[src/hdl/rtd_pkg.sv]
// rtd_pkg: widths, constants and stage-to-stage types of the rtd code to temperature pipeline
// no dependencies; imported by every module under hdl
package rtd_pkg;

  localparam int CodeW    = 15;
  localparam int NomW     = 11;
  localparam int RefW     = 13;
  localparam int CfgW     = 13;
  localparam int TempW    = 19;
  localparam int FracBits = 16;

  // ratio divider: floor(code * ref * 2^FracBits / (2^CodeW * nom))
  localparam int RatioShift = FracBits - CodeW;
  localparam int NumW       = CodeW + RefW + RatioShift;
  localparam int RqW        = FracBits + 4;
  localparam int PolyRW     = FracBits + 1;
  localparam logic [NumW-1:0] RatioMax = NumW'(64'd8 << FracBits);

  // discriminant and square root
  localparam int RadW     = 62;
  localparam int RootW    = RadW / 2;
  localparam int SqStages = RadW / 2;
  localparam int DiscW    = 56;
  localparam int DiffW    = 32;
  localparam logic signed [DiscW-1:0] DiscBase = 56'sd152748088900 * 56'sd65536;
  localparam logic [RootW-1:0] ARoot = 31'd1600839680;

  // polynomial accumulator
  localparam int AccW = 25;

  // output range
  localparam int TempMax = 262143;
  localparam int TempMin = -65536;

  typedef struct packed {
    logic           vld;
    logic           ovf;
    logic [RqW-1:0] rq;
  } rtd_ratio_t;

  typedef struct packed {
    logic                    vld;
    logic                    bad;
    logic [PolyRW-1:0]       rq;
    logic signed [DiffW-1:0] diff;
  } rtd_root_t;

  typedef struct packed {
    logic                    vld;
    logic                    bad;
    logic signed [DiffW-1:0] diff;
    logic signed [AccW-1:0]  acc;
  } rtd_poly_t;

endpackage

[src/hdl/rtd_ratio_div.sv]
// rtd_ratio_div: pipelined restoring divider, one quotient bit per stage, code * ref / nom
// depends on rtd_pkg
module rtd_ratio_div (
  input  logic                       clk_i,
  input  logic                       rst_ni,
  input  logic                       vld_i,
  input  logic [rtd_pkg::CodeW-1:0]  code_i,
  input  logic [rtd_pkg::RefW-1:0]   ref_i,
  input  logic [rtd_pkg::NomW-1:0]   nom_i,
  output rtd_pkg::rtd_ratio_t        ratio_o
);
  import rtd_pkg::*;

  logic [NumW-1:0] num_q [NumW+1];
  logic [NomW-1:0] rem_q [NumW+1];
  logic [NumW-1:0] quo_q [NumW+1];
  logic [NumW:0]   vld_q;

  logic [NomW:0]   trial [NumW];
  logic [NumW-1:0] ge;
  logic [NomW-1:0] rem_d [NumW];

  logic           out_vld_q;
  logic           ovf_q;
  logic [RqW-1:0] rq_q;

  always_comb begin
    for (int i = 0; i < NumW; i++) begin
      trial[i] = {rem_q[i], num_q[i][NumW-1]};
      ge[i]    = trial[i] >= {1'b0, nom_i};
      rem_d[i] = ge[i] ? NomW'(trial[i] - {1'b0, nom_i}) : NomW'(trial[i]);
    end
  end

  always_ff @(posedge clk_i or negedge rst_ni) begin
    if (!rst_ni) begin
      vld_q     <= '0;
      out_vld_q <= 1'b0;
    end else begin
      vld_q     <= {vld_q[NumW-1:0], vld_i};
      out_vld_q <= vld_q[NumW];
    end
  end

  always_ff @(posedge clk_i) begin
    num_q[0] <= (NumW'(code_i) * NumW'(ref_i)) << RatioShift;
    rem_q[0] <= '0;
    quo_q[0] <= '0;
    for (int i = 0; i < NumW; i++) begin
      num_q[i+1] <= num_q[i] << 1;
      rem_q[i+1] <= rem_d[i];
      quo_q[i+1] <= {quo_q[i][NumW-2:0], ge[i]};
    end
    rq_q  <= quo_q[NumW][RqW-1:0];
    ovf_q <= quo_q[NumW] > RatioMax;
  end

  assign ratio_o.vld = out_vld_q;
  assign ratio_o.ovf = ovf_q;
  assign ratio_o.rq  = rq_q;

endmodule

[config.mk]
export PLATFORM = sky130hd
export DESIGN_NAME = rtd_ratio_div
export DESIGN_NICKNAME = d
export VERILOG_FILES = /design/src/hdl/rtd_pkg.sv /design/src/hdl/rtd_ratio_div.sv
export SDC_FILE = /design/constraint.sdc
export NUM_CORES = 2
export LEC_CHECK = 0
export BUFFER_PORTS_ARGS = -buffer_cell sky130_fd_sc_hd__buf_2
export CAP_MARGIN = 40
export CORE_MARGIN = 2
export CORE_UTILIZATION = 63
export CTS_CLUSTER_DIAMETER = 60
export CTS_CLUSTER_SIZE = 40
export DETAILED_ROUTE_END_ITERATION = 8
export GPL_TIMING_DRIVEN = 1
export PLACE_DENSITY_LB_ADDON = 0.15
export SLEW_MARGIN = 20
export SYNTH_ARGS = -nofsm -noshare
export SYNTH_HDL_FRONTEND = slang
export SYNTH_SLANG_ARGS = --single-unit
[constraint.sdc]
create_clock -name clk_i -period 3.41 [get_ports clk_i]
set_clock_uncertainty 0.05 [all_clocks]
set_input_delay 0.341 -clock clk_i [delete_from_list [all_inputs] [get_ports clk_i]]
set_output_delay 0.341 -clock clk_i [all_outputs]
set_load 0.005 [all_outputs]
# [Yosys cells after proc, flatten, opt, wreduce, memory -nomap -nowiden]
# Memory sizes are Yosys's and may differ from the RTL's.
# Index checks and enable logic that the tools add are counted.
[totals] mem_count=3 inputBits=42 elab_cells=96 mem_bits_rw=2040 out_inout_bits=22 ff_bits=52
[memory_table] name="quo_q" words=30 width=29 rd=30 rd_ports_with_merged_regs=0 wr=30 line="rtd_ratio_div.sv:16" rtl="logic [NumW-1:0] quo_q [NumW+1];"
[memory_table] name="num_q" words=30 width=28 rd=29 rd_ports_with_merged_regs=0 wr=30 line="rtd_ratio_div.sv:14" rtl="logic [NumW-1:0] num_q [NumW+1];"
[memory_table] name="rem_q" words=30 width=11 rd=29 rd_ports_with_merged_regs=0 wr=30 line="rtd_ratio_div.sv:15" rtl="logic [NomW-1:0] rem_q [NumW+1];"
[op_classes] mul=1 addsub=29 n_mux=29 order_cmp=30
[ops] op="$ge A12 B11 Y1" count=29
[ops] op="$mux W11" count=29
[ops] op="$sub A11 B11 Y11" count=29
[ops] op="$gt A29 B20 Y1 const B" count=1
[ops] op="$mul A15 B13 Y28" count=1

# [Longest topological paths before layout]
# An unclocked memory read counts as a cell.
[depth] ltp_word=3 ltp_mapped=20 ltp_nobuf=18

# [Worst setup path after synthesis]
# Ideal clock, no wire load.
[synth_path] path_kind="input port to flip-flop" start="input ref_i[6] (netlist name)" end="memory num_q[0][23] (netlist name)" path_stages=19 setup_time_ns=0.124 setup_slack_ns=-1.765 path_buffers=1 arrival_ns=5.001 required_time_ns=3.236 path_cell_list="clkbuf_1 nand2_1 fa_1 inv_1 fa_1 inv_1 fa_1 inv_1 fa_1 inv_1 fa_1 inv_1 ha_1 inv_1 a2111oi_0 nor2_1 o21ai_2 a311oi_1 xnor2_1"
[synth_lines] element="start: declaration" line="rtd_ratio_div.sv:8" rtl="input logic [rtd_pkg::RefW-1:0] ref_i,"
[synth_lines] element="end: declaration" line="rtd_ratio_div.sv:14"

==> results.json <==
{
  "critPathLaunch": "ref_i[7]",
  "detail_route.wl_per_cell_um": 15.9,
  "globalRoute.totalOverflow": 0,
  "synth-seq-area-share": 0.493,
  "syn_nets": 5051,
  "cts-htree-levels": 3,
  "path_max_fanout": 5,
  "insertedDiodeCount": 0,
  "minimum_clock_period_ns": 4.25,
  "crit_path_end_kind": "register",
  "vias": 32000,
  "relSlewSlack": 0.574,
  "total_detailed_routing_wirelength_um": 92100,
  "reg2reg_setup_slack_ns": 0.66,
  "synth.yosys.warnings": 0,
  "grt_pass1_vias": 31600,
  "instances_no_fill": 5806,
  "pwr_density_cell_mw_per_mm2": 1110,
  "average_via_count_per_standard_cell": 5.52,
  "dpl.hpwl_um": 64500,
  "maxCapViolCount": 0,
  "first_pass_grt_wire_length_um": 152000,
  "timing_worst_setup_path_type": "primary input to register",
  "netlist-cell-type-count": 67,
  "clkLatencyLatePin_ns": 0.67,
  "ys_top_cells_by_count": "dfxtp_1 (1170), ha_1 (382), inv_1 (346), nand2_1 (266), a21oi_1 (242)",
  "area_added_between_synthesis_and_finish_pct": 14.1,
  "synth_top_area_frac": 0.477,
  "synth-seq-cells": 1201,
  "fp.coreArea_mm2": 0.0773,
  "timing.fmax_ghz": 0.235,
  "timing.reg2reg.worst_path_depth": 9,
  "grt_start_max_net_pins": 41,
  "boundaryPins": 64,
  "max-clock-path-buffers": 3,
  "tritoncts": "done",
  "report.final.hold_viol_count": 0,
  "leading_area_contributor_after_synthesis": "dfxtp_1",
  "die_width_um": 283,
  "gpl.final_weighted_congestion": 0.921,
  "synth_top_cells_by_area": "dfxtp_1 (48%), ha_1 (9.7%), fa_1 (6.9%)",
  "synth.cell_area_mm2": 0.0491,
  "floorplan.die.height_um": 283,
  "fin_nets": 5305,
  "synth_async_sr_flop_share": 0.0258,
  "critical_path.reg2reg.startpoint": "num_q[11][27]",
  "design_power_total_mw": 62.5,
  "mean_syn_cell_area_um2": 11.0,
  "setup.worst_path.start_class": "primary input",
  "clock_sink_count": 1201,
  "setup-tns-final_ns": -12.59,
  "detailedRoute.firstPassIterationCount": 5,
  "final.setup.worst_slack_ns": -0.842,
  "post-route-drc-count": 0,
  "antenna_found_initial": 0,
  "tightestPinTransition_ns": 0.639,
  "worst_flop_to_flop_path_endpoint": "rem_q[0][136]",
  "finalMaxSlewViolations": 0,
  "leakage_power_of_the_design_nw": 24.7,
  "post-place-cells": 5642,
  "fill_cells": 5453,
  "post_synthesis_cell_count": 4457,
  "synth_ff_type": "dfxtp_1",
  "failing_checks": "negative setup slack",
  "layout_worst_path_cycle_share": 1.25,
  "cts_root_buf": "clkbuf_16",
  "cp.required_ns": 3.94,
  "synth-edff-count": 0,
  "grt_usage": 0.227,
  "hp-class": "primary input to register",
  "place_ws_ns": -1.64,
  "cp.arrival_ns": 4.78,
  "grt_setup_unrepaired": "true",
  "power.ir.vdd_worst_uv": 1090,
  "layout-drive-gt1-share": 0.162,
  "cts_made_buffers": 69,
  "port_buffers": 63,
  "start_util": 0.635,
  "setup_viol": 19,
  "drt_iter0_markers": 1474,
  "detail-route-antenna-nets": 0,
  "worstSetupEndpoint": "num_q[0][24]",
  "final_util": 0.725,
  "run_status": "finished, violations left",
  "row_count": 102,
  "cts.reportedPaths.clkPinSlew_ns": 0.11,
  "most_used_standard_cell_by_instance_count_after_synthesis": "dfxtp_1",
  "die-area_mm2": 0.0802
}
==> registers in the layout, indices dropped and copies added, names as in the netlist <==
name	flops
rq_q	20
rem_q	308
vld_q	30
num_q	406
quo_q	435
out_vld_q	1
ovf_q	1
==> per-stage QoR <==
stage / cell area (um2) / hold slack, ns
2_1_floorplan: 49900 / -0.00459
3_3_place_gp: 52200 / 0.260
3_5_place_dp: 52200 / 0.262
4_1_cts: 55800 / 0.0216
5_1_grt: 56100 / 0.0515
6_report: 56100 / 0.0549
==> how the worst min path moves through the flow <==
| stage | start | endpoint | slack (ns) | cells after the start |
|---|---|---|---|---|
| 2_1_floorplan | rst_ni | out_vld_q | -0.005 | 0 |
| 3_3_place_gp | num_q[15][15] | num_q[16][16] | 0.26 | 0 |
| 3_5_place_dp | quo_q[1][176] | quo_q[1][206] | 0.26 | 0 |
| 4_1_cts | nom_i[10] | quo_q[0][29] | 0.02 | 4 |
| 5_1_grt | nom_i[1] | rem_q[0][18] | 0.05 | 2 |
| 6_report | nom_i[10] | quo_q[0][29] | 0.05 | 4 |
==> worst max-delay path: stages <==
cell and delay (ns):
buf_12 0.11, and2_4 0.15, fa_1 0.55, inv_2 0.04, fa_1 0.51, fa_1 0.53
inv_2 0.04, fa_1 0.51, inv_2 0.04, fa_1 0.51, inv_2 0.05, ha_4 0.27
nand4_1 0.22, nor4_4 0.40, a21oi_4 0.14, a311oi_2 0.23, xor2_1 0.15
==> cell families (layout without fill, tap and decap cells) <==
kind of cell / count (synthesis) / after routing / synth area share
adder cells (fa/ha/maj): 552 / 552 / 0.167
AND/OR/NAND/NOR: 1030 / 1030 / 0.105
AO/OA/AOI/OAI: 800 / 800 / 0.108
buffers and inverters: 432 / 741 / 0.0357
flip-flops: 1201 / 1201 / 0.493
XOR/XNOR: 140 / 140 / 0.0250
multiplexers: 302 / 302 / 0.0677
==> cell type report <==
class                      instances  area [um2]  area share
timing repair buffer             269        2360      0.0420
tap                             1040        1300      0.0232
sequential                      1201       24200       0.431
multi-input combinational       2824       24000       0.429
clock buffer                      72        1770      0.0315
clock inverter                    54        1110      0.0199
inverter                         346        1300      0.0232
==> placed cells by master (no fill, tap or decap), drive strengths merged, types with 17 or more instances in the layout <==
| master | count |
|---|---|
| nand2 | 266 |
| o21a | 64 |
| xnor2 | 93 |
| a21o | 36 |
| dfrtp | 31 |
| mux2i | 73 |
| nand2b | 26 |
| a211o | 23 |
| a211oi | 41 |
| a21boi | 26 |
| nand3b | 28 |
| ha | 382 |
| xor2 | 47 |
| nand4 | 53 |
| o211ai | 54 |
| nor2 | 212 |
| o21ai | 128 |
| dfxtp | 1170 |
| inv | 366 |
| clkinv | 32 |
| or4 | 17 |
| and2 | 100 |
| nor2b | 82 |
| nor3 | 91 |
| nand3 | 83 |
| fa | 170 |
| buf | 264 |
| a21oi | 242 |
| o311ai | 42 |
| clkbuf | 74 |
| mux2 | 229 |
| a31oi | 50 |
| and3 | 21 |
| or3 | 19 |
==> power by group <==
part           switching (mW)  total [mW]  internal (mW)
combinational            15.6        30.6           15.0
sequential               1.87        21.7           19.8
clock                    5.63        10.1           4.51
total                    23.2        62.5           39.3
==> metal layers <==
metal / vias up / wire [um] / GRT usage
li1: 16000 / - / -
met1: 15200 / 40900 / 0.290
met2: 673 / 44500 / 0.395
met3: 191 / 3570 / 0.0258
met4: 0 / 3110 / 0.0865
met5: - / 0 / 0
==> what timing repair did <==
| action | 4_1_cts | 5_1_grt |
|---|---|---|
| endpoints found under the hold margin | 36 | 0 |
| resized for setup | 137 | 55 |
| setup buffers | 28 | 7 |
| gates cloned | 0 | 2 |
| pin swaps | 99 | 46 |
| hold buffers | 3 | 0 |
| endpoints found under the setup margin | 21 | 21 |
No activity file was read; power rests on OpenSTA's default activity.
