<file path="src/hdl/rtd_pkg.sv">
// rtd_pkg: widths, constants and stage-to-stage types of the rtd code to temperature pipeline
// no dependencies; imported by every module under hdl
package rtd_pkg;

  localparam int CodeW    = 15;
  localparam int NomW     = 11;
  localparam int RefW     = 13;
  localparam int CfgW     = 13;
  localparam int TempW    = 19;
  localparam int FracBits = 16;

  // ratio divider: floor(code * ref * 2^FracBits / (2^CodeW * nom))
  localparam int RatioShift = FracBits - CodeW;
  localparam int NumW       = CodeW + RefW + RatioShift;
  localparam int RqW        = FracBits + 4;
  localparam int PolyRW     = FracBits + 1;
  localparam logic [NumW-1:0] RatioMax = NumW'(64'd8 << FracBits);

  // discriminant and square root
  localparam int RadW     = 62;
  localparam int RootW    = RadW / 2;
  localparam int SqStages = RadW / 2;
  localparam int DiscW    = 56;
  localparam int DiffW    = 32;
  localparam logic signed [DiscW-1:0] DiscBase = 56'sd152748088900 * 56'sd65536;
  localparam logic [RootW-1:0] ARoot = 31'd1600839680;

  // polynomial accumulator
  localparam int AccW = 25;

  // output range
  localparam int TempMax = 262143;
  localparam int TempMin = -65536;

  typedef struct packed {
    logic           vld;
    logic           ovf;
    logic [RqW-1:0] rq;
  } rtd_ratio_t;

  typedef struct packed {
    logic                    vld;
    logic                    bad;
    logic [PolyRW-1:0]       rq;
    logic signed [DiffW-1:0] diff;
  } rtd_root_t;

  typedef struct packed {
    logic                    vld;
    logic                    bad;
    logic signed [DiffW-1:0] diff;
    logic signed [AccW-1:0]  acc;
  } rtd_poly_t;

endpackage

</file>
<file path="src/hdl/rtd_scale.sv">
// rtd_scale: branch select, rounding division by a constant via reciprocal, saturation
// depends on rtd_pkg; drives the result ports
module rtd_scale (
  input  logic                       clk_i,
  input  logic                       rst_ni,
  input  rtd_pkg::rtd_poly_t         poly_i,
  output logic                       done_o,
  output logic signed [rtd_pkg::TempW-1:0] temperature_o,
  output logic                       used_polynomial_o,
  output logic                       saturated_o
);
  import rtd_pkg::*;

  localparam int NW    = 31;
  localparam int RcpW  = 23;
  localparam int DivW  = 11;
  localparam int QW    = 22;
  localparam int PolyShift = 4;
  localparam logic [NW-1:0]   QuadRnd   = 31'd924;
  localparam logic [NW-1:0]   PolyRnd   = 31'd312;
  localparam logic [DivW-1:0] QuadDiv   = 11'd1848;
  localparam logic [DivW-1:0] PolyDiv   = 11'd625;
  localparam logic [RcpW-1:0] QuadRecip = RcpW'((64'd1 << 32) / 64'd1848);
  localparam logic [RcpW-1:0] PolyRecip = RcpW'((64'd1 << 32) / 64'd625);
  localparam logic signed [QW:0] TopLim = (QW+1)'(TempMax);
  localparam logic signed [QW:0] BotLim = (QW+1)'(TempMin);

  logic                sel;
  logic [AccW-1:0]     mag;
  logic [NW-1:0]       n_d;
  logic [NW+RcpW-1:0]  prod;
  logic [NW+1:0]       chk;
  logic [NW+1:0]       rem;
  logic signed [QW:0]  t;

  logic [NW-1:0] n1_q, n2_q;
  logic          sel1_q, sel2_q, sel3_q;
  logic          neg1_q, neg2_q, neg3_q;
  logic          bad1_q, bad2_q, bad3_q;
  logic [QW-1:0] q0_q, q3_q;
  logic [3:0]    vld_q;

  logic signed [TempW-1:0] temp_q;
  logic                    poly_q;
  logic                    sat_q;

  assign sel  = poly_i.diff[DiffW-1];
  assign mag  = poly_i.acc[AccW-1] ? AccW'(-poly_i.acc) : AccW'(poly_i.acc);
  assign n_d  = sel ? NW'({mag, {PolyShift{1'b0}}}) + PolyRnd
                    : NW'(poly_i.diff[NW-1:0]) + QuadRnd;
  assign prod = n1_q * (sel1_q ? PolyRecip : QuadRecip);
  assign chk  = q0_q * (sel2_q ? PolyDiv : QuadDiv);
  assign rem  = (NW+2)'(n2_q) - chk;
  assign t    = neg3_q ? -$signed({1'b0, q3_q}) : $signed({1'b0, q3_q});

  always_ff @(posedge clk_i or negedge rst_ni) begin
    if (!rst_ni) begin
      vld_q <= '0;
    end else begin
      vld_q <= {vld_q[2:0], poly_i.vld};
    end
  end

  always_ff @(posedge clk_i) begin
    n1_q   <= n_d;
    sel1_q <= sel;
    neg1_q <= sel & poly_i.acc[AccW-1];
    bad1_q <= poly_i.bad;

    q0_q   <= prod[32 +: QW];
    n2_q   <= n1_q;
    sel2_q <= sel1_q;
    neg2_q <= neg1_q;
    bad2_q <= bad1_q;

    q3_q   <= q0_q + QW'(rem >= (NW+2)'(sel2_q ? PolyDiv : QuadDiv));
    sel3_q <= sel2_q;
    neg3_q <= neg2_q;
    bad3_q <= bad2_q;

    if (bad3_q) begin
      temp_q <= TempW'(TempMax);
      poly_q <= 1'b1;
      sat_q  <= 1'b1;
    end else if (t > TopLim) begin
      temp_q <= TempW'(TempMax);
      poly_q <= sel3_q;
      sat_q  <= 1'b1;
    end else if (t < BotLim) begin
      temp_q <= TempW'(TempMin);
      poly_q <= sel3_q;
      sat_q  <= 1'b1;
    end else begin
      temp_q <= t[TempW-1:0];
      poly_q <= sel3_q;
      sat_q  <= 1'b0;
    end
  end

  assign done_o            = vld_q[3];
  assign temperature_o     = temp_q;
  assign used_polynomial_o = poly_q;
  assign saturated_o       = sat_q;

endmodule
</file>
<file path="config.mk">
export PLATFORM = sky130hd
export DESIGN_NAME = rtd_scale
export DESIGN_NICKNAME = d
export VERILOG_FILES = /design/src/hdl/rtd_pkg.sv /design/src/hdl/rtd_scale.sv
export SDC_FILE = /design/constraint.sdc
export NUM_CORES = 2
export LEC_CHECK = 0
export BUFFER_PORTS_ARGS = -buffer_cell sky130_fd_sc_hd__buf_2
export CAP_MARGIN = 0
export CORE_ASPECT_RATIO = 1.25
export CORE_MARGIN = 2
export CORE_UTILIZATION = 56
export CTS_CLUSTER_DIAMETER = 100
export DETAILED_ROUTE_END_ITERATION = 8
export GPL_TIMING_DRIVEN = 1
export PLACE_DENSITY_LB_ADDON = 0.2
export SLEW_MARGIN = 5
export SYNTH_ARGS = -nofsm -noshare
export SYNTH_HDL_FRONTEND = slang
export SYNTH_SLANG_ARGS = --single-unit
</file>
<file path="constraint.sdc">
create_clock -name clk_i -period 9.6 [get_ports clk_i]
set_input_delay 0.96 -clock clk_i [delete_from_list [all_inputs] [get_ports clk_i]]
set_output_delay 0.96 -clock clk_i [all_outputs]
set_load 0.02 [all_outputs]
</file>
* Word-level counts from Yosys, hierarchy flattened
Index checks and enable logic that the tools add are counted.
** Cells by class
- Add/subtract/negate cells :: 6
- Multiply operators :: 2
- Magnitude comparators :: 3
- Muxes and demuxes :: 7
- Bitwise gates (word level) :: 1
- Reductions and logical operators :: 2
** Operator list (count)
- 31-bit by 23-bit multiplier with 54-bit output :: 1
- 23-bit two-way mux :: 2
- 33-bit by 11-bit >= comparator with 1-bit output :: 1
- 22-bit by 33-bit multiplier with 33-bit output :: 1
- 31-bit by 33-bit subtractor with 33-bit output :: 1
- 31-bit by 10-bit adder with 31-bit output (second input constant) :: 1
- 31-bit two-way mux :: 1
- 29-bit by 9-bit adder with 30-bit output (second input constant) :: 1
- 25-bit two-way mux :: 1
- 25-bit negation :: 1
- 23-bit by 19-bit greater-than comparator with 1-bit output (second input constant) :: 1
- 23-bit by 17-bit less-than comparator with 1-bit output (second input constant) :: 1
- 22-bit negation with 23-bit output :: 1
- 22-bit by 1-bit adder with 22-bit output :: 1
- 19-bit two-way mux :: 1
- 11-bit two-way mux :: 1
- 3-bit OR reduction :: 1
- 2-bit OR reduction :: 1
- 1-bit AND :: 1
- 1-bit two-way mux :: 1
** Word-level totals
- Register bits :: 140
- Input port bits :: 61
- Output and inout bits :: 22
- Logic and storage cells :: 39

* Logic depth before layout (Yosys ltp)
- Depth after elaboration :: 5
- Depth in mapped cells :: 33
- Depth with buffers taken out :: 30

* Worst setup path before layout
Ideal clock, no wire load.
- Kind :: flip-flop to flip-flop
- Start point :: reg sel1_q
- End point :: reg q0_q[21]
- Library setup time :: 72 ps
- Data arrival time :: 7264 ps
- Data required time :: 9528 ps
- Slack :: 2264 ps
- Cell stages (with the launch flop) :: 27
- Clock period less this slack :: 7336 ps
- Path through :: dfxtp_1 clkbuf_1 clkbuf_1 clkbuf_1 nand2_1 inv_1 fa_1 fa_1 inv_1 fa_1 inv_1 fa_1 inv_1 fa_1 fa_1 inv_1 fa_1 ha_1 a211o_1 a21oi_1 a41oi_1 nor3_1 a21oi_1 a311oi_1 o31ai_1 a21oi_1 xnor2_1
** On the way
- Longest elaborated chain between the ends :: 2
** RTL lines
- start: declaration :: line rtd_scale.sv:37 : logic sel1_q, sel2_q, sel3_q;
- start signal: assignment :: line rtd_scale.sv:66 : sel1_q <= sel;
- 23-bit two-way mux :: line rtd_scale.sv:51 : assign prod = n1_q * (sel1_q ? PolyRecip : QuadRecip);
- 31-bit by 23-bit multiplier with 54-bit output :: line rtd_scale.sv:51
- net prod[53] :: line rtd_scale.sv:31 : logic [NW+RcpW-1:0] prod;
- end signal: assignment :: line rtd_scale.sv:70 : q0_q <= prod[32 +: QW];
- end: declaration :: line rtd_scale.sv:40 : logic [QW-1:0] q0_q, q3_q;
The timed path passes the listed nets, and every way through them passes these cells.
A chain may end at the register's enable or synchronous reset.

* Worst setup path in the final report
Ends and elaborated chain as after synthesis.

==> flow_metrics.env <==
export IMPL_io_buffers=82
export IMPL_ant_nets=0
export IMPL_fin_worst_skew_ns=0.0132
export IMPL_tritoncts="done"
export IMPL_seq_area_frac_synth=0.0979
export IMPL_synth_edf_count=0
export IMPL_cp_end_kind="flip-flop"
export IMPL_grt_busiest_layer="met2"
export IMPL_cp_required_ns=9.96
export IMPL_nNetsFinal=4211
export IMPL_die_h_um=258
export IMPL_layout_drive_gt1_share=0.0545
export IMPL_cts_htree_levels=4
export IMPL_worstSkewPairLatency_ns=0.49
export IMPL_hp_class="primary input to async pin"
export IMPL_dp_hpwl_mm=68.2
export IMPL_place_congestion=0.968
export IMPL_report_final_hold_viol_count=0
export IMPL_slew_violations=0
export IMPL_min_period_over_period=0.925
export IMPL_worstSetupPathType="flip-flop to flip-flop"
export IMPL_cts_root_buf="clkbuf_16"
export IMPL_avgSynthCellArea_um2=9.17
export IMPL_max_freq_mhz=113
export IMPL_vias=20600
export IMPL_yosys_most_used_dff="dfxtp_1"
export IMPL_antennaDiodeCount=0
export IMPL_track_usage=0.306
export IMPL_cts_sinks=140
export IMPL_start_util=0.569
export IMPL_met2_usage=0.558
export IMPL_postCtsSetupRepairBufs=0
export IMPL_antenna_found_initial=0
export IMPL_cp_max_fo=28
export IMPL_routed_wl_mm=76.0
export IMPL_finalSetupTns_ns=0
export IMPL_coreArea_um2=50600
export IMPL_area_growth_pct=5.91
export IMPL_numCtsBuffers=17
export IMPL_dieArea_um2=53300
export IMPL_cp_startpoint="sel1_q"
export IMPL_wl_per_cell_um=19.6
export IMPL_max_stage_delay_ns=0.68
export IMPL_slew_headroom=0.375
export IMPL_rsz0062_at_grt="false"
export IMPL_grt_pass1_vias=22700
export IMPL_drtPass1Iterations=7
export IMPL_critPathMostFrequentCell="fa_1"
export IMPL_cts_resized_gates=0
export IMPL_fp_row_count=92
export IMPL_slowest_stage="dfxtp_2"
export IMPL_grt_ovfl_total=0
export IMPL_grt_use_met1=0.361
export IMPL_vias_per_cell=5.31
export IMPL_synth_cells=3143
export IMPL_synth_cell_types=81
export IMPL_grt_max_degree=59
export IMPL_crit_arrival_ns=9.25
export IMPL_ys_ff_latch=140
export IMPL_maxCapViolations=0
export IMPL_cts_hold_repair_buffers=0
export IMPL_grtUsageMet3=0.0358
export IMPL_worst_setup_path_start_kind="flip-flop"
export IMPL_clock_path_buffers=2
export IMPL_outcome="completed"
export IMPL_worstReg2RegStart="sel1_q"
export IMPL_grt_pass1_wl_mm=122
export IMPL_num_io_pins=83
export IMPL_synthesis_area_um2=28800
export IMPL_worstMarginPinSlew_ns=0.928
export IMPL_async_reset_ff_frac=0.0286
export IMPL_drc=0
export IMPL_cts_clk_slew_worst_paths_ns=0.08
export IMPL_drt_iter0_markers=1168
export IMPL_die_x_um=207
export IMPL_fin_crit_ns=8.88
export IMPL_ys_warnings_count=0
export IMPL_setup_viol_count_final=0
[final timing paths]
| kind | endpoint | slack [ns] | depth (start not counted) |
|---|---|---|---|
| worst max-delay path | q0_q[21] | 0.72 | 26 |
| worst min-delay path | vld_q[2] | 0.26 | 1 |
| worst max register to register | q0_q[21] | 0.72 | 26 |
| worst min register to register | bad2_q | 0.33 | 0 |
| max in group asynchronous | vld_q[3] | 9.23 | 1 |
| min in group clk_i | bad2_q | 0.33 | 0 |
[cell families after synthesis]
logic type      after synthesis  share of synthesized area
compound gates              303                     0.0687
xor+xnor                    165                     0.0501
fa+ha+maj                   951                      0.551
buf+inv                     981                      0.128
flops                       140                     0.0979
mux                           8                    0.00304
other cells                   2                   0.000261
simple gates                593                      0.100
[area by class of cell]
| class | count | area, um2 |
|---|---|---|
| multi-input cells | 2053 | 22400 |
| fillers | 4546 | 20100 |
| inverters | 895 | 3360 |
| flip-flops and latches | 140 | 2820 |
| well taps | 658 | 823 |
| repair buffers | 92 | 485 |
| clock buffers | 17 | 425 |
| clock inverters | 15 | 194 |
[state kept, by name, summed over array words and instances (netlist names), 4 cells and up]
name / cells
n1_q: 31
n2_q: 31
q0_q: 22
q3_q: 22
temperature_o: 19
vld_q: 4
[metrics by stage]
stage	utilization	area [um2]	setup WS, ns	hold WS (ns)	instances
after detailed placement	0.591	29900	0.805	0.318	3838
final	0.603	30500	0.719	0.257	3870
after CTS	0.603	30500	0.751	0.229	3870
after global routing	0.603	30500	0.408	0.249	3870
after floorplan	-	28900	2.26	0.310	3174
after global placement	0.591	29900	0.761	0.314	3838
[per-layer routing]
metal  routed length [um]  vias to the layer above
met5                    0                        -
met4                 3350                        0
met3                 2830                      160
met2                40300                      562
met1                29600                    10200
li1                     -                     9665
[cell usage after synthesis (17+ instances only)]
library cell	count	share of area
nand2b_1	39	0.0085
a21o_1	37	0.0096
a21oi_1	80	0.014
clkbuf_1	78	0.010
nor2_1	142	0.018
or3_1	17	0.0037
xor2_1	68	0.021
o21ai_0	67	0.012
xnor2_1	97	0.029
or2_2	17	0.0037
nor2b_1	28	0.0061
nand2_1	186	0.024
inv_1	894	0.12
nor3_1	33	0.0057
dfxtp_1	136	0.094
nand3_1	43	0.0075
fa_1	532	0.37
ha_1	419	0.18
[placed cells by master (no fill, tap or decap), drive strengths merged, types with 9 or more instances in the layout]
cell type / instances
a21oi: 80
inv: 900
conb: 33
or4: 9
xor2: 68
nand2b: 39
dfxtp: 136
xnor2: 97
ha: 419
nand2: 186
o21a: 14
or3: 22
nor2b: 28
buf: 92
clkbuf: 17
and3: 12
o31ai: 16
a21o: 37
o41ai: 9
and2: 17
nand4: 17
nand3: 43
o21ai: 78
fa: 532
nor3: 33
nor2: 144
clkinv: 10
nor4: 11
or2: 17
[critical path: cells and delay by family, from the launching register on]
family | cells | cell delay [ns]
xor+xnor | 1 | 0.15
flops | 1 | 0.68
buf+inv | 7 | 1.14
compound gates | 6 | 1.64
fa+ha+maj | 8 | 3.95
simple gates | 4 | 1.19
Power is left out: the tool's default activity adds up to more than one toggle a clock period on the data nets, which glitch-free logic cannot reach.
