File: config.mk
export PLATFORM = sky130hd
export DESIGN_NAME = rtd_isqrt
export DESIGN_NICKNAME = d
export VERILOG_FILES = /design/src/hdl/rtd_pkg.sv /design/src/hdl/rtd_isqrt.sv
export SDC_FILE = /design/constraint.sdc
export NUM_CORES = 2
export LEC_CHECK = 0
export BUFFER_PORTS_ARGS = -buffer_cell sky130_fd_sc_hd__buf_4
export CORE_UTILIZATION = 65
export CTS_BUF_LIST = sky130_fd_sc_hd__clkbuf_4
export DETAILED_ROUTE_END_ITERATION = 10
export HOLD_SLACK_MARGIN = 0.15
export PLACE_DENSITY_LB_ADDON = 0.25
export SETUP_SLACK_MARGIN = 0.3
export SYNTH_ARGS = -nofsm -noshare
export SYNTH_HDL_FRONTEND = slang
export SYNTH_MEMORY_MAX_BITS = 65536
export SYNTH_SLANG_ARGS = --single-unit
File: constraint.sdc
create_clock -name clk_i -period 17.2 [get_ports clk_i]
set_input_delay 3.44 -clock clk_i [delete_from_list [all_inputs] [get_ports clk_i]]
set_output_delay 3.44 -clock clk_i [all_outputs]
set_load 0.005 [all_outputs]
File: src/hdl/rtd_pkg.sv
// rtd_pkg: widths, constants and stage-to-stage types of the rtd code to temperature pipeline
// no dependencies; imported by every module under hdl
package rtd_pkg;

  localparam int CodeW    = 15;
  localparam int NomW     = 11;
  localparam int RefW     = 13;
  localparam int CfgW     = 13;
  localparam int TempW    = 19;
  localparam int FracBits = 16;

  // ratio divider: floor(code * ref * 2^FracBits / (2^CodeW * nom))
  localparam int RatioShift = FracBits - CodeW;
  localparam int NumW       = CodeW + RefW + RatioShift;
  localparam int RqW        = FracBits + 4;
  localparam int PolyRW     = FracBits + 1;
  localparam logic [NumW-1:0] RatioMax = NumW'(64'd8 << FracBits);

  // discriminant and square root
  localparam int RadW     = 62;
  localparam int RootW    = RadW / 2;
  localparam int SqStages = RadW / 2;
  localparam int DiscW    = 56;
  localparam int DiffW    = 32;
  localparam logic signed [DiscW-1:0] DiscBase = 56'sd152748088900 * 56'sd65536;
  localparam logic [RootW-1:0] ARoot = 31'd1600839680;

  // polynomial accumulator
  localparam int AccW = 25;

  // output range
  localparam int TempMax = 262143;
  localparam int TempMin = -65536;

  typedef struct packed {
    logic           vld;
    logic           ovf;
    logic [RqW-1:0] rq;
  } rtd_ratio_t;

  typedef struct packed {
    logic                    vld;
    logic                    bad;
    logic [PolyRW-1:0]       rq;
    logic signed [DiffW-1:0] diff;
  } rtd_root_t;

  typedef struct packed {
    logic                    vld;
    logic                    bad;
    logic signed [DiffW-1:0] diff;
    logic signed [AccW-1:0]  acc;
  } rtd_poly_t;

endpackage

File: src/hdl/rtd_isqrt.sv
// rtd_isqrt: discriminant of the quadratic and its pipelined integer square root
// depends on rtd_pkg; one radicand bit pair per stage
module rtd_isqrt (
  input  logic                clk_i,
  input  logic                rst_ni,
  input  rtd_pkg::rtd_ratio_t ratio_i,
  output rtd_pkg::rtd_root_t  root_o
);
  import rtd_pkg::*;

  localparam logic signed [9:0]  FourBE8 = 10'sd231;
  localparam logic signed [27:0] ScaleE8 = 28'sd100000000;

  logic signed [RqW:0]   dlt;
  logic signed [27:0]    m1_d;
  logic signed [27:0]    m1_q;
  logic signed [DiscW-1:0] m2_d;
  logic signed [DiscW-1:0] m2_q;
  logic signed [DiscW-1:0] k_d;
  logic                  ovf_a_q, ovf_b_q;
  logic [PolyRW-1:0]     rq_a_q, rq_b_q;
  logic [1:0]            pre_vld_q;

  logic [RadW-1:0]   rad_q  [SqStages+1];
  logic [RadW-1:0]   root_q [SqStages+1];
  logic              bad_q  [SqStages+1];
  logic [PolyRW-1:0] rq_q   [SqStages+1];
  logic [SqStages:0] vld_q;

  logic [RadW-1:0] bitv   [SqStages];
  logic [RadW-1:0] trial  [SqStages];
  logic [SqStages-1:0] ge;
  logic [RadW-1:0] rad_d  [SqStages];
  logic [RadW-1:0] root_d [SqStages];

  logic [RootW-1:0]        s;
  logic signed [DiffW-1:0] diff_q;
  logic                    bad_o_q;
  logic [PolyRW-1:0]       rq_o_q;
  logic                    vld_o_q;

  assign dlt  = $signed((RqW+1)'(64'd1 << FracBits)) - $signed({1'b0, ratio_i.rq});
  assign m1_d = dlt * FourBE8;
  assign m2_d = m1_q * ScaleE8;
  assign k_d  = DiscBase + m2_q;

  always_comb begin
    for (int j = 0; j < SqStages; j++) begin
      bitv[j]   = RadW'(1) << (2 * (SqStages - 1 - j));
      trial[j]  = root_q[j] + bitv[j];
      ge[j]     = rad_q[j] >= trial[j];
      rad_d[j]  = ge[j] ? rad_q[j] - trial[j] : rad_q[j];
      root_d[j] = ge[j] ? (root_q[j] >> 1) + bitv[j] : root_q[j] >> 1;
    end
  end

  assign s = root_q[SqStages][RootW-1:0];

  always_ff @(posedge clk_i or negedge rst_ni) begin
    if (!rst_ni) begin
      pre_vld_q <= '0;
      vld_q     <= '0;
      vld_o_q   <= 1'b0;
    end else begin
      pre_vld_q <= {pre_vld_q[0], ratio_i.vld};
      vld_q     <= {vld_q[SqStages-1:0], pre_vld_q[1]};
      vld_o_q   <= vld_q[SqStages];
    end
  end

  always_ff @(posedge clk_i) begin
    m1_q    <= m1_d;
    ovf_a_q <= ratio_i.ovf;
    rq_a_q  <= ratio_i.rq[PolyRW-1:0];
    m2_q    <= m2_d;
    ovf_b_q <= ovf_a_q;
    rq_b_q  <= rq_a_q;
    rad_q[0]  <= {k_d[RadW-9:0], 8'b0};
    root_q[0] <= '0;
    bad_q[0]  <= ovf_b_q | k_d[DiscW-1];
    rq_q[0]   <= rq_b_q;
    for (int j = 0; j < SqStages; j++) begin
      rad_q[j+1]  <= rad_d[j];
      root_q[j+1] <= root_d[j];
      bad_q[j+1]  <= bad_q[j];
      rq_q[j+1]   <= rq_q[j];
    end
    diff_q  <= $signed({1'b0, ARoot}) - $signed({1'b0, s});
    bad_o_q <= bad_q[SqStages];
    rq_o_q  <= rq_q[SqStages];
  end

  assign root_o.vld  = vld_o_q;
  assign root_o.bad  = bad_o_q;
  assign root_o.rq   = rq_o_q;
  assign root_o.diff = diff_q;

endmodule

# Yosys cells after proc, flatten, opt, wreduce, memory -nomap -nowiden
# Memory sizes are Yosys's and may differ from the RTL's. A register that Yosys moved wholly into a read port is not among the register bits.
# Cells that the tools add are included.
# Widths: inputs -> output; s select.
[classes] addsub=96 n_mul=2 div_mod_pow=0 magnitude_cmp=31 n_eq_ne=0 shifts=0 muxes=62 bitwise_logic=1 n_reduce_logical=0
[ops] operator="$mux 62" count=62
[ops] operator="$ge 62x62->1" count=31
[ops] operator="$sub 62x62->62" count=31
[ops] operator="$add 61x1->62 const B" count=1
[ops] operator="$add 61x11->62 const B" count=1
[ops] operator="$add 61x13->62 const B" count=1
[ops] operator="$add 61x15->62 const B" count=1
[ops] operator="$add 61x17->62 const B" count=1
[ops] operator="$add 61x19->62 const B" count=1
[ops] operator="$add 61x21->62 const B" count=1
[ops] operator="$add 61x23->62 const B" count=1
[ops] operator="$add 61x25->62 const B" count=1
[ops] operator="$add 61x27->62 const B" count=1
[ops] operator="$add 61x29->62 const B" count=1
[ops] operator="$add 61x3->62 const B" count=1
[ops] operator="$add 61x31->62 const B" count=1
[ops] operator="$add 61x33->62 const B" count=1
[ops] operator="$add 61x35->62 const B" count=1
[ops] operator="$add 61x37->62 const B" count=1
[ops] operator="$add 61x39->62 const B" count=1
[ops] operator="$add 61x41->62 const B" count=1
[ops] operator="$add 61x43->62 const B" count=1
[ops] operator="$add 61x45->62 const B" count=1
[ops] operator="$add 61x47->62 const B" count=1
[ops] operator="other kinds (47)" count=47
[totals] regBits=179 latchBits=0 mem_bits_rw=4544 mem_bits_ro=0 input_bits=24 output_inout_bits=51 elab_cells=206 mem_count=4
[mem_list] name="rad_q" depth=32 width=62 read_ports=31 rd_ports_with_merged_regs=0 write_ports=32 line_no="rtd_isqrt.sv:24" rtl="logic [RadW-1:0] rad_q [SqStages+1];"
[mem_list] name="root_q" depth=32 width=62 read_ports=32 rd_ports_with_merged_regs=0 write_ports=32 line_no="rtd_isqrt.sv:25" rtl="logic [RadW-1:0] root_q [SqStages+1];"
[mem_list] name="rq_q" depth=32 width=17 read_ports=32 rd_ports_with_merged_regs=1 write_ports=32 line_no="rtd_isqrt.sv:27" rtl="logic [PolyRW-1:0] rq_q [SqStages+1];"
[mem_list] name="bad_q" depth=32 width=1 read_ports=32 rd_ports_with_merged_regs=1 write_ports=32 line_no="rtd_isqrt.sv:26" rtl="logic bad_q [SqStages+1];"

# Longest topological paths before layout
# An unclocked memory read counts as a cell.
[depth] ltp_word=4 mapped_depth=28 depth_no_buf=28

# Worst setup path before layout
# OpenSTA, ideal clock, no wires.
[synth_path] path_kind="input-to-reg" startpoint="input port ratio_i[4] (netlist bit)" endpoint="register m1_q[26]" setup_ns=0.072 arrival_time_ns=9.044 t_required_ns=17.128 path_slack_ns=8.084 cell_stages=27 path_buffers=0 path_cell_list="nor3_1 > nor3b_1 > nand2_1 > nor2_1 > nand2_1 > or3_1 > o21ai_0 > nand2_1 > xor2_1 > inv_1 > fa_1 > inv_1 > ha_1 > inv_1 > fa_1 > inv_1 > fa_1 > ha_1 > a21o_1 > a21o_1 > a21o_1 > a21o_1 > a21oi_1 > o41ai_1 > a21o_1 > a21oi_1 > xnor2_1"
[synth_between] elab_chain_cells=2
[synth_rtl] element="from (decl)" line_no="rtd_isqrt.sv:6" rtl="input rtd_pkg::rtd_ratio_t ratio_i,"
[synth_rtl] element="$sub 17x20->21" line_no="rtd_isqrt.sv:42" rtl="assign dlt = $signed((RqW+1)'(64'd1 << FracBits)) - $signed({1'b0, ratio_i.rq});"
[synth_rtl] element="$mul 21x9->28" line_no="rtd_isqrt.sv:43" rtl="assign m1_d = dlt * FourBE8;"
[synth_rtl] element="via m1_d[26]" line_no="rtd_isqrt.sv:15" rtl="logic signed [27:0] m1_d;"
[synth_rtl] element="to (signal assigned)" line_no="rtd_isqrt.sv:72" rtl="m1_q <= m1_d;"
[synth_rtl] element="to (decl)" line_no="rtd_isqrt.sv:16" rtl="logic signed [27:0] m1_q;"
# The timed path passes the listed nets, and every way through them passes these cells.

# Worst setup path after layout
[layout_path] startpoint="input port ratio_i[2] (netlist bit)" endpoint="register m1_q[26]"
# The elaborated chain is that of the path after synthesis.

==> insert_results.sql <==
INSERT INTO impl_metrics (metric_group, metric, value, unit) VALUES
('timing', 'max_freq', '0.110', 'GHz'),
('synthesis', 'post_synth.cell_area_avg', '10.5', 'um2'),
('synthesis', 'synth_flop_cell', 'sky130_fd_sc_hd__dfxtp_1', ''),
('synthesis', 'yosys.area.top_type_share', '49.7', '%'),
('synthesis', 'synth_edf_count', '0', ''),
('placed_design', 'post-dp-hpwl', '177000', 'um'),
('timing', 'hold_viol', '0', ''),
('layout', 'finalInstanceArea', '119000', 'um2'),
('clock_tree', 'postCtsSetupRepairBufs', '0', ''),
('outcome', 'violations', 'DRC', ''),
('floorplan', 'die-area', '168000', 'um2'),
('clock_tree', 'cts_tree', 'built', ''),
('drt', 'route.detailed.vias_per_inst', '5.40', ''),
('synthesis', 'ys_seq_area_share', '50.5', '%'),
('synthesis', 'post_synth_main_area_contributors', 'sky130_fd_sc_hd__dfxtp_1 (50%), sky130_fd_sc_hd__ha_1 (9.0%), sky130_fd_sc_hd__fa_1 (6.3%)', ''),
('global_route', 'grt_first_pass_wirelength', '375000', 'um'),
('hold_path', 'whs_endpoint', 'rq_q[2][1]', ''),
('timing', 'worstMarginPinSlew', '1.21', 'ns'),
('global_route', 'globalRouteOverflowTotal', '0', ''),
('drt', 'drc', '17', ''),
('synthesis', 'fraction_of_synthesis_flops_using_an_asynchronous_set_or_reset_pin', '1.29', '%'),
('timing', 'finalHoldWorstSlack', '0.220', 'ns'),
('timing', 'layout_worst_path_cycle_share', '53.1', '%'),
('timing', 'layout_setup_ws', '8.07', 'ns'),
('drt', 'detailedRoute.firstIterationViolations', '3639', ''),
('clock_tree', 'clk_latency', '1.41', 'ns'),
('hold_path', 'holdPathStages', '0', ''),
('floorplan', 'initial_utilization', '65.5', '%'),
('drt', 'route.vias.total', '73400', ''),
('critical_path', 'reg2reg_slack', '9.68', 'ns'),
('timing', 'unrepaired_setup_endpoints_after_global_routing', 'no', ''),
('timing', 'fin_setup_tns', '0', 'ns'),
('placed_design', 'placedInstanceArea', '111000', 'um2'),
('drt', 'avgRoutedWirePerCell', '17.0', 'um'),
('outcome', 'status', 'finished with violations', ''),
('drt', 'detail-route-antenna-nets', '0', ''),
('layout', 'area_growth_syn_to_layout', '10.3', '%'),
('critical_path', 'critPathLaunch', 'ratio_i[2]', ''),
('critical_path', 'critical_path_capture_point_type', 'flip-flop', ''),
('global_route', 'groute.usage.overall', '27.6', '%'),
('placed_design', 'port_buffers', '74', ''),
('critical_path', 'path_type_of_the_worst_setup_path', 'input port to flip-flop', ''),
('drt', 'postRouteWirelength', '231000', 'um'),
('global_route', 'grt_start_max_net_pins', '56', ''),
('hold_path', 'timing.hold.worst.class', 'flip-flop to flip-flop', ''),
('critical_path', 'cp.required', '18.46', 'ns'),
('run', 'max-cap-violations', '0', ''),
('critical_path', 'worst_setup_path_start_kind', 'input port', ''),
('clock_tree', 'cts_max_level', '6', ''),
('critical_path', 'r2r_end', 'm2_q[53]', ''),
('floorplan', 'rows', '149', ''),
('clock_tree', 'clk_pin_slew', '0.06', 'ns'),
('floorplan', 'die_width', '410', 'um'),
('floorplan', 'ioPinCount', '75', ''),
('layout', 'layout_cells_sized_above_1', '11.2', '%'),
('placed_design', 'pre_cts_setup_slack', '6.73', 'ns'),
('synthesis', 'yosys.area.top_type', 'sky130_fd_sc_hd__dfxtp_1', ''),
('timing', 'final_worst_clock_skew', '0.136', 'ns'),
('clock_tree', 'clk_root_buffer_cell', 'sky130_fd_sc_hd__clkbuf_4', ''),
('clock_tree', 'clockBufferDepth', '4', ''),
('layout', 'nNetsFinal', '12100', ''),
('critical_path', 'timing.rr.start', 'm1_q[16]', ''),
('timing', 'final.min_clock_period', '9.13', 'ns'),
('critical_path', 'critical_path_peak_fanout', '7', ''),
('floorplan', 'core_area', '165000', 'um2'),
('synthesis', 'syn-cell-area', '108000', 'um2'),
('synthesis', 'ff_latch_count_synth', '2719', ''),
('synthesis', 'synth.distinct_cells', '81', ''),
('synthesis', 'synth_cells', '10300', ''),
('critical_path', 'worst_ep_arrival_time', '10.39', 'ns'),
('critical_path', 'rr_worst_depth', '21', '');
## registers in the layout (all words and copies together), names as in the netlist
signal / count
pre_vld_q: 2
rq_b_q: 17
bad_q: 32
m2_q: 47
diff_q: 32
rq_q: 544
root_q: 496
rad_q: 1452
ovf_a_q: 1
bad_o_q: 1
ovf_b_q: 1
vld_o_q: 1
vld_q: 32
m1_q: 28
rq_o_q: 17
rq_a_q: 16
## cells in the mapped netlist (53+ instances only)
cell	count
sky130_fd_sc_hd__a21o_1	268
sky130_fd_sc_hd__a21oi_1	464
sky130_fd_sc_hd__clkbuf_1	127
sky130_fd_sc_hd__dfxtp_1	2684
sky130_fd_sc_hd__fa_1	342
sky130_fd_sc_hd__ha_1	782
sky130_fd_sc_hd__inv_1	1155
sky130_fd_sc_hd__mux2_2	53
sky130_fd_sc_hd__nand2_1	643
sky130_fd_sc_hd__nand2b_1	107
sky130_fd_sc_hd__nand3_1	135
sky130_fd_sc_hd__nand4_1	102
sky130_fd_sc_hd__nor2_1	531
sky130_fd_sc_hd__nor2b_1	73
sky130_fd_sc_hd__nor3_1	215
sky130_fd_sc_hd__nor4_1	217
sky130_fd_sc_hd__o21a_1	106
sky130_fd_sc_hd__o21ai_0	499
sky130_fd_sc_hd__o21bai_1	66
sky130_fd_sc_hd__o31ai_1	56
sky130_fd_sc_hd__or3_1	110
sky130_fd_sc_hd__or4_1	61
sky130_fd_sc_hd__xnor2_1	487
sky130_fd_sc_hd__xor2_1	449
## critical path, cell delays in order
cell                        delay (ns)
sky130_fd_sc_hd__buf_4            0.14
sky130_fd_sc_hd__nor3_1           0.27
sky130_fd_sc_hd__nor3b_1          0.29
sky130_fd_sc_hd__nand2_1          0.21
sky130_fd_sc_hd__or4_1            0.46
sky130_fd_sc_hd__xor2_1           0.48
sky130_fd_sc_hd__inv_1            0.24
sky130_fd_sc_hd__fa_1             0.54
sky130_fd_sc_hd__inv_1            0.04
sky130_fd_sc_hd__ha_1             0.26
sky130_fd_sc_hd__inv_1            0.05
sky130_fd_sc_hd__fa_1             0.47
sky130_fd_sc_hd__inv_1            0.05
sky130_fd_sc_hd__fa_1             0.47
sky130_fd_sc_hd__ha_1             0.37
sky130_fd_sc_hd__a21o_1           0.18
sky130_fd_sc_hd__a21oi_1          0.16
sky130_fd_sc_hd__nand2b_1         0.14
sky130_fd_sc_hd__nor2b_1          0.12
sky130_fd_sc_hd__o21ai_0          0.18
sky130_fd_sc_hd__a2111oi_0        0.99
sky130_fd_sc_hd__o41ai_1          0.29
sky130_fd_sc_hd__a21o_1           0.24
sky130_fd_sc_hd__a21oi_1          0.17
sky130_fd_sc_hd__xnor2_1          0.13
## how the worst max path moves through the flow
stage / cells past startpoint / end
finish: 25 / m1_q[26]
global route: 25 / m1_q[26]
CTS: 25 / m1_q[26]
detailed placement: 25 / m1_q[26]
global placement: 25 / m1_q[26]
floorplan: 27 / m1_q[26]
## stage by stage
| stage | util, % | cells |
|---|---|---|
| global route | 72.3 | 13600 |
| floorplan | - | 10300 |
| finish | 72.3 | 13600 |
| detailed placement | 67.4 | 12500 |
| CTS | 72.3 | 13600 |
| global placement | 67.4 | 12500 |
## kinds of logic after synthesis
family,share of synthesized area [%]
other cells,0.00347
flops,50.5
compound gates,10.0
fa+ha+maj,15.4
simple gates,11.4
mux,0.617
xor+xnor,7.58
buf+inv,4.53
## layout by cell type (no fill, tap or decap), types with 216 or more instances in the layout
master	count
sky130_fd_sc_hd__ha_1	782
sky130_fd_sc_hd__xnor2_1	487
sky130_fd_sc_hd__fa_1	342
sky130_fd_sc_hd__a21o_1	268
sky130_fd_sc_hd__nor4_1	216
sky130_fd_sc_hd__inv_1	1155
sky130_fd_sc_hd__nor2_1	530
sky130_fd_sc_hd__nand2_1	643
sky130_fd_sc_hd__o21ai_0	499
sky130_fd_sc_hd__dfxtp_1	2684
sky130_fd_sc_hd__clkbuf_4	968
sky130_fd_sc_hd__xor2_1	449
sky130_fd_sc_hd__a21oi_1	463
## routing by layer
| metal | track usage [%] | up-vias | wire (um) |
|---|---|---|---|
| met4 | 17.8 | 4 | 14000 |
| met3 | 5.32 | 718 | 8790 |
| li1 | - | 36400 | - |
| met5 | 0 | - | 25 |
| met2 | 52.5 | 1756 | 124000 |
| met1 | 26.9 | 34500 | 84300 |
## cell type report
class                           instances  area [um2]
Sequential cell                      2719       54600
Tap cell                             2189        2740
Antenna cell                            9        22.5
Multi-Input combinational cell       6305       48700
Inverter                             1157        4340
Clock buffer                          968        7270
Fill cell                           12000       45700
Clock inverter                        144         855
Timing Repair Buffer                  102         766
Power is left out: the tool's default activity adds up to more than one toggle a clock period on the data nets, which glitch-free logic cannot reach.
